<file path="config.mk">
export PLATFORM = sky130hd
export DESIGN_NAME = cstc_ram
export DESIGN_NICKNAME = d
export VERILOG_FILES = /design/src/rtl/cstc_ram.sv
export SDC_FILE = /design/constraint.sdc
export NUM_CORES = 1
export LEC_CHECK = 0
export BUFFER_PORTS_ARGS = -buffer_cell sky130_fd_sc_hd__clkbuf_2
export CORE_UTILIZATION = 60
export CTS_BUF_LIST = sky130_fd_sc_hd__clkbuf_8 sky130_fd_sc_hd__clkbuf_16
export DETAILED_ROUTE_END_ITERATION = 16
export PLACE_DENSITY = 0.85
export SLEW_MARGIN = 10
export SYNTH_ARGS = -nofsm -noshare
export SYNTH_HDL_FRONTEND = slang
export SYNTH_SLANG_ARGS = --single-unit
</file>
<file path="constraint.sdc">
create_clock -name clock -period 3.19 [get_ports clock]
set_clock_uncertainty 0.15 [all_clocks]
set_input_delay 0.1595 -clock clock [delete_from_list [all_inputs] [get_ports clock]]
set_output_delay 0.1595 -clock clock [all_outputs]
set_load 0.05 [all_outputs]
</file>
<file path="src/rtl/cstc_ram.sv">
// Generic simple dual-port RAM: one write port, one registered read port.
`default_nettype none
module cstc_ram #(
   parameter int WIDTH = 16,
   parameter int DEPTH = 16
) (
   input  wire logic                     clock,
   input  wire logic                     we,
   input  wire logic [$clog2(DEPTH)-1:0] waddr,
   input  wire logic [WIDTH-1:0]         wdata,
   input  wire logic [$clog2(DEPTH)-1:0] raddr,
   output logic      [WIDTH-1:0]         rdata
);

   logic [WIDTH-1:0] mem [DEPTH];

   always_ff @(posedge clock) begin
      if (we) begin
         mem[waddr] <= wdata;
      end
      rdata <= mem[raddr];
   end

endmodule
`default_nettype wire

</file>
==> results.cfg, run 1 <==
[cells_and_area]
syn_to_final_growth_pct = 16.5
diodes = 0
drive_above_1_share = 0.327
fin_nets = 548
multi_input_area_sq_um = 1960
register_area_sq_um = 8010
design_area_sq_um = 11700
fill_cells = 923

[synth]
syn_nets = 458
ys_types = 19
synth_enable_flop_cells = 256
synth_top_area_cell = edfxtp_1
synth.most_common_cell = edfxtp_1
synthesis.area_sq_um = 10000
synth.top_cells.by_count = edfxtp_1, mux4_2, a22oi_1
netlist_instances = 432
synthArstFlopShare = 0
yosysWarnings = 0
syn_area_per_cell_sq_um = 23.2
ys.flop_type = edfxtp_1
synth_top_area_frac = 0.765
synth_seq_area_share = 0.797
synth.ff_latch_count = 272
ys_top_cells_by_area = edfxtp_1, mux4_2, dfxtp_1

[setup_path]
cp-start-kind = register
end_kind = register
worstSetupPathType = reg -> reg
critPathArrivalTime_ns = 1.82
crit_slowest_cell = mux4_1
max_stage_delay_ns = 0.54
cp.required_ns = 3.43
crit_chain = mux4_1, a22oi_1, nand2_1
crit_fanout = 1
cp_num_buf_inv = 0
path_delay_family = multiplexers

[floorplanning]
fp.dieArea_sq_um = 17300
fp.dieH_um = 131
core_sq_um = 16100
floorplan.rows = 46
initial_core_util = 0.623
fp.dieW_um = 131
ioPinCount = 42

[global_routing]
grt_start_max_net_pins = 39
grt_pass1_vias = 5026
grt-ovfl-total = 0
antenna_found_initial = 0
grt_use_total = 0.252
grt_pass1_wl_um = 31300

[cts]
hold_buffers = 16
htreeDepth = 1
insertion_delay_ns = 0.52
cts_setup_buffers = 0
clockBufferDepth = 3
cts_tree = done
cts_sinks = 272
numCtsBuffers = 26
cts_root_buf = clkbuf_16
postCtsResizedCells = 0
path_clk_slew_ns = 0.06

[power_and_ir_drop]
ir_worst_vdd_mv = 0.379
powerDensity_nw_per_um2 = 645
power_leakage_nw = 3.90

[drt]
postRouteAntennaNets = 0
dr_wl_met2_um = 10700
drtIter0Drc = 429
vias_per_cell = 6.43
wl_per_cell_um = 27.4
met1Wirelength_um = 7980
wl_um = 20800
vias = 4875
dr_wl_met3_um = 1610
drc_errors = 0
routed.top_layer = met4
dr.pass1.iters = 5

[place]
port_buffers = 41
hpwl_um = 11500
post_dp_cell_area_sq_um = 10700
dp_slack_ns = 1.07
routabilityCongestion = 0.726

[timing]
setup_violations = 0
fin_ws_ns = 1.61
tightest_slew_ns = 0.982
finalCriticalPeriod_ns = 1.58
rsz0062_at_grt = false
slew_headroom = 0.346
period_share = 0.496
fin_setup_tns_ns = 0
hold_violations = 0
fmax_mhz = 632
finalMaxSlewViolations = 0

[status]
status = complete, no violations

[min_path]
hold_path_class = in -> reg

[job]
drv_cap = 0
[cells by family (layout without fill, tap and decap cells)]
family / after synthesis / after routing / synth area share
buf+inv: 21 / 131 / 0.0123
simple gates: 43 / 43 / 0.0192
compound gates: 32 / 32 / 0.0239
flops: 272 / 272 / 0.797
mux: 64 / 64 / 0.147
[metrics by stage]
stage	power (mW)	utilization	cells	hold slack, ns
final	7.55	0.726	758	0.162
after global routing	7.76	0.726	758	0.171
after CTS	7.61	0.726	758	0.135
after detailed placement	4.53	0.662	694	0.418
after global placement	4.50	0.662	694	0.383
after floorplan	4.37	-	432	0.108
[flip-flops by register name, indices dropped and copies added (netlist names)]
name	cells
mem	256
rdata	16
[final timing paths]
check	from	to	slack [ns]	cells past startpoint
max reg2reg	mem[1][0]	rdata[0]	1.61	3
min reg2reg	mem[15][2]	rdata[2]	0.53	3
max	mem[1][0]	rdata[0]	1.61	3
min	raddr[2]	rdata[4]	0.16	5
[report_power, final]
part           switching [mW]  leakage, nW  internal (mW)  total, mW
Clock                    1.26        0.445           1.83       3.08
Sequential             0.0268         2.45           3.99       4.02
Combinational           0.284         1.00          0.163      0.447
Total                    1.57         3.90           5.98       7.55
[cell type report]
class,instances,area share
sequential,272,0.684
multi-input combinational,139,0.167
clock buffer,29,0.0601
timing repair buffer,83,0.0502
tap,216,0.0231
clock inverter,19,0.0150
[routing by layer]
metal  up-vias  track usage
li1       2020            -
met2       267        0.426
met1      2543        0.349
met5         -            0
met3        45       0.0351
met4         0       0.0749
[cells in the final DEF, fill, tap and decap left out, drive strengths merged]
cell type    count
nand2b           2
nor3             4
edfxtp         256
bufinv           3
dfxtp           16
nand3            1
and2             1
mux4            64
nor2            13
clkbuf          69
a22oi           32
nor2b            2
clkinv           7
inv              6
nand2           17
nand3b           2
or3b             1
clkinvlp         3
buf             27
dlygate4sd3     16
[worst reg2reg max path, delay by kind of cell, from the launching register on]
kind | cells | cell delay [ns]
mux | 1 | 0.54
simple gates | 1 | 0.10
compound gates | 1 | 0.27
flops | 1 | 0.39
No activity file was read; power rests on OpenSTA's default activity.
==> inputs of run 2 (changes only) <==
Settings changed: ABC_AREA from default to 1.
Clock period 3.19 ns to 1.6 ns, I/O delays scaled along.
==> results.cfg, run 2 <==
[status]
status = complete, no violations

[cts]
cts_sinks = 272
path_clk_slew_ns = 0.06
insertion_delay_ns = 0.53
hold_buffers = 18
numCtsBuffers = 26
clockBufferDepth = 3
cts_root_buf = clkbuf_16
postCtsResizedCells = 0
cts_setup_buffers = 0
htreeDepth = 1
cts_tree = done

[setup_path]
cp_num_buf_inv = 1
cp-start-kind = register
crit_chain = clkbuf_2
crit_fanout = 1
cp.required_ns = 1.37
path_delay_family = flip-flops
rrSetupSlack_ns = 0.38
end_kind = output pin
reg2reg_from = mem[1][5]
max_stage_delay_ns = 0.40
crit_slowest_cell = dfxtp_1
critPathArrivalTime_ns = 1.25
r2r_end = rdata[5]
ff2ff_path_depth = 6
worstSetupPathType = reg -> out

[synth]
synth_top_family_by_area = simple AND/OR/NAND/NOR gates
synthesis.area_sq_um = 11400
ys_types = 13
synth_enable_flop_cells = 256
synth-xor-area-share = 0
ys_top_cells_by_area = edfxtp_1, nand2_1, nand3_1
synth_seq_area_share = 0.704
synth.most_common_cell = nand2_1
yosys-mux-area-fraction = 0
netlist_instances = 1074
synthAdderAreaFrac = 0
synthArstFlopShare = 0
syn_area_per_cell_sq_um = 10.6
synth.top_cells.by_count = nand2_1, edfxtp_1, inv_1
synth-simple-area-share = 0.204
synth.ff_latch_count = 272
synth_top_area_frac = 0.675
yosysWarnings = 0
synth_top_area_cell = edfxtp_1
ys.flop_type = edfxtp_1
syn_nets = 1100
synth-compound-area-share = 0

[global_routing]
grt_util_met3 = 0.0588
grt_start_max_net_pins = 65
met1_usage = 0.381
antenna_found_initial = 0
met2_usage = 0.500
grt_use_total = 0.301
grt_pass1_vias = 8128
grt-busiest-layer = met2
grt_pass1_wl_um = 44200
grt-ovfl-total = 0

[timing]
fin_setup_tns_ns = 0
fmax_mhz = 677
hold_violations = 0
rsz0062_at_grt = false
setup_violations = 0
tightest_slew_ns = 0.383
slew_headroom = 0.744
finalCriticalPeriod_ns = 1.48
period_share = 0.923
finalMaxSlewViolations = 0

[place]
routabilityCongestion = 0.820
port_buffers = 41
place_inst = 1349
hpwl_um = 15200
post_dp_cell_area_sq_um = 12200

[drt]
vias_per_cell = 5.72
wl_per_cell_um = 20.0
drc_errors = 0
dr.pass1.iters = 6
drtIter0Drc = 1191
vias = 8082
postRouteAntennaNets = 0
wl_um = 28200

[floorplanning]
floorplan.rows = 50
fp.dieH_um = 140
fp.dieW_um = 140
core_sq_um = 18600
fp.dieArea_sq_um = 19500
initial_core_util = 0.610
ioPinCount = 42

[cells_and_area]
syn_to_final_growth_pct = 16.2
largest_reg_flops = 256
final_util = 0.709
largest_register = mem
layout_commonest_cell = nand2_1
multi_input_area_sq_um = 2360
layout_common_cells = nand2_1, edfxtp_1, inv_1
drive_above_1_share = 0.125
final_cells = 1414
diodes = 0
fill_cells = 1119
register_area_sq_um = 8010
largestRegisters = mem x256, rdata x16
fin_nets = 1187
design_area_sq_um = 13200

[power_and_ir_drop]
powerDensity_nw_per_um2 = 1170
ir_worst_vdd_mv = 0.854
power_leakage_nw = 5.78

[min_path]
worstHoldPathCells = 6
hold_end = rdata[4]
hp-start = raddr[1]
hold_path_class = in -> reg

[job]
drv_cap = 0
==> run 2: changes by cell type in the layout (fill, tap and decap cells not counted), sizes merged, moves of 3 or more <==
cell,change
nor2,+4
nor3,-4
nand2,+324
buf,+25
a22oi,-32
clkinvlp,-3
mux4,-64
inv,+197
nand3,+192
==> run 2: power by group <==
part / internal [mW] / total (mW) / leakage, nW / switching, mW
registers: 7.96 / 8.02 / 2.45 / 0.0592
logic: 0.340 / 1.19 / 2.88 / 0.855
clock network: 3.67 / 6.25 / 0.450 / 2.58
==> run 2: how the worst max path moves through the flow <==
stage                         from  slack [ns]  depth (start not counted)    endpoint
after detailed placement        we        0.18                          4  mem[15][3]
after CTS                 rdata[4]        0.12                          1    rdata[4]
final                     rdata[4]        0.12                          1    rdata[4]
after floorplan           waddr[2]        0.07                          2  mem[10][0]
after global routing      rdata[4]        0.11                          1    rdata[4]
after global placement    waddr[2]        0.20                          4   mem[8][1]
==> run 2: cell type report <==
| cell class | instances | share of cell area |
|---|---|---|
| Clock inverter | 17 | 0.0115 |
| Multi-Input combinational cell | 553 | 0.179 |
| Tap cell | 234 | 0.0221 |
| Inverter | 198 | 0.0563 |
| Sequential cell | 272 | 0.605 |
| Clock buffer | 30 | 0.0542 |
| Timing Repair Buffer | 110 | 0.0715 |
==> run 2: cell families (layout without fill, tap and decap cells) <==
logic type | after synthesis | after routing
and+or+nand+nor | 553 | 553
DFF | 272 | 272
buffers and inverters | 249 | 355
==> run 2: metal layers <==
metal  vias to the layer above  routed length, um
met5                         -                  0
met4                         0               1210
met3                       119               2930
met2                       562              14100
met1                      3769               9980
li1                       3632                  -
==> run 2: stage by stage <==
step	hold WS, ns	total power [mW]	setup WS (ns)
3_5_place_dp	0.347	9.27	0.178
3_3_place_gp	0.328	9.23	0.204
6_report	0.0318	15.5	0.124
5_1_grt	0.0626	15.8	0.111
4_1_cts	0.0225	15.4	0.116
2_1_floorplan	0.0289	8.85	0.0704
==> inputs of run 3 (changes only) <==
Settings changed: PLACE_DENSITY 0.85 to 0.84.
==> results.cfg, run 3 (same netlist as run 2, synthesis figures left out) <==
[timing]
fin_setup_tns_ns = 0
hold_violations = 0
slew_headroom = 0.707
period_share = 0.891
rsz0062_at_grt = false
setup_violations = 0
finalMaxSlewViolations = 0
fmax_mhz = 702
finalCriticalPeriod_ns = 1.42
tightest_slew_ns = 0.439

[global_routing]
grt_start_max_net_pins = 65
grt-ovfl-total = 0
antenna_found_initial = 0
grt_pass1_wl_um = 43100
grt_pass1_vias = 8083
grt_use_total = 0.296

[job]
drv_cap = 0

[setup_path]
cp_num_buf_inv = 1
max_stage_delay_ns = 0.37
crit_chain = clkbuf_2
critPathArrivalTime_ns = 1.19
cp-start-kind = register
crit_slowest_cell = dfxtp_1
worstSetupPathType = reg -> out
cp.required_ns = 1.37
crit_fanout = 1
path_delay_family = flip-flops
end_kind = output pin

[cells_and_area]
drive_above_1_share = 0.121
syn_to_final_growth_pct = 16.1
largest_register = mem
fin_nets = 1178
final_cells = 1406
largestRegisters = mem x256, rdata x16
diodes = 0
layout_commonest_cell = nand2_1
final_util = 0.709
layout_common_cells = nand2_1, edfxtp_1, inv_1
largest_reg_flops = 256

[drt]
postRouteAntennaNets = 0
vias_per_cell = 5.69
drc_errors = 0
wl_per_cell_um = 19.6
wl_um = 27500
drtIter0Drc = 1026
dr.pass1.iters = 6
vias = 7995

[cts]
postCtsResizedCells = 0
numCtsBuffers = 26
path_clk_slew_ns = 0.06
cts_tree = done
htreeDepth = 1
hold_buffers = 18
clockBufferDepth = 3
cts_setup_buffers = 0
insertion_delay_ns = 0.54
cts_root_buf = clkbuf_16
cts_sinks = 272

[floorplanning]
initial_core_util = 0.610
fp.dieH_um = 140
floorplan.rows = 50
core_sq_um = 18600
fp.dieW_um = 140
fp.dieArea_sq_um = 19500
ioPinCount = 42

[place]
port_buffers = 41
hpwl_um = 14900
routabilityCongestion = 0.781
place_inst = 1340

[power_and_ir_drop]
ir_worst_vdd_mv = 0.752
powerDensity_nw_per_um2 = 1200
power_leakage_nw = 5.75

[min_path]
hold_path_class = in -> reg

[status]
status = complete, no violations
run 3: changes by cell type in the layout (fill, tap and decap cells not counted):
cell | previous run | this run
buf_4 | 38 | 29
bufinv_16 | 3 | 6
clkbuf_8 | 3 | 0
clkinv_2 | 5 | 8
inv_1 | 201 | 199
clkinvlp_4 | 0 | 1
inv_6 | 1 | 0
run 3: final cells by class:
| type | instances | area (sq um) |
|---|---|---|
| repair buffers | 101 | 878 |
| multi-input cells | 553 | 2360 |
| clock inverters | 21 | 249 |
| fillers | 1150 | 5430 |
| flip-flops and latches | 272 | 8010 |
| well taps | 234 | 293 |
| clock buffers | 27 | 676 |
| inverters | 198 | 744 |
run 3: worst paths after layout:
kind,from,endpoint,slack [ns],depth (start not counted)
max reg2reg,mem[2][8],rdata[8],0.39,6
min,raddr[1],rdata[7],0.07,6
min reg2reg,mem[10][7],rdata[7],0.50,6
max,rdata[6],rdata[6],0.18,1
run 3: stage by stage:
step	instance area [sq um]	total power, mW	hold slack (ns)	worst slack, ns
finish	13200	15.8	0.0692	0.175
global route	13200	16.2	0.0938	0.145
CTS	13200	15.8	0.0492	0.158
detailed placement	12100	9.27	0.354	0.151
global placement	12100	9.23	0.331	0.191
floorplan	11400	8.85	0.0289	0.0704
run 3: metal layers:
| layer | vias to the layer above | part of all wire | track usage |
|---|---|---|---|
| met1 | 3727 | 0.34 | 0.361 |
| met5 | - | 0 | 0 |
| met2 | 521 | 0.50 | 0.498 |
| met4 | 0 | 0.050 | 0.165 |
| li1 | 3626 | - | - |
| met3 | 121 | 0.11 | 0.0588 |
run 3: report_power, final:
group          internal (mW)  switching, mW
Sequential              7.96         0.0514
Clock                   4.02           2.59
Combinational          0.334          0.848
Total                   12.3           3.49
run 3: worst register-to-register path, stage by stage (launching register included):
cell and delay [ns]:
edfxtp_1 0.39, inv_1 0.08, nand2_1 0.09, nand3_1 0.12, nand3_1 0.08, nand3_1 0.11
nand2_1 0.08
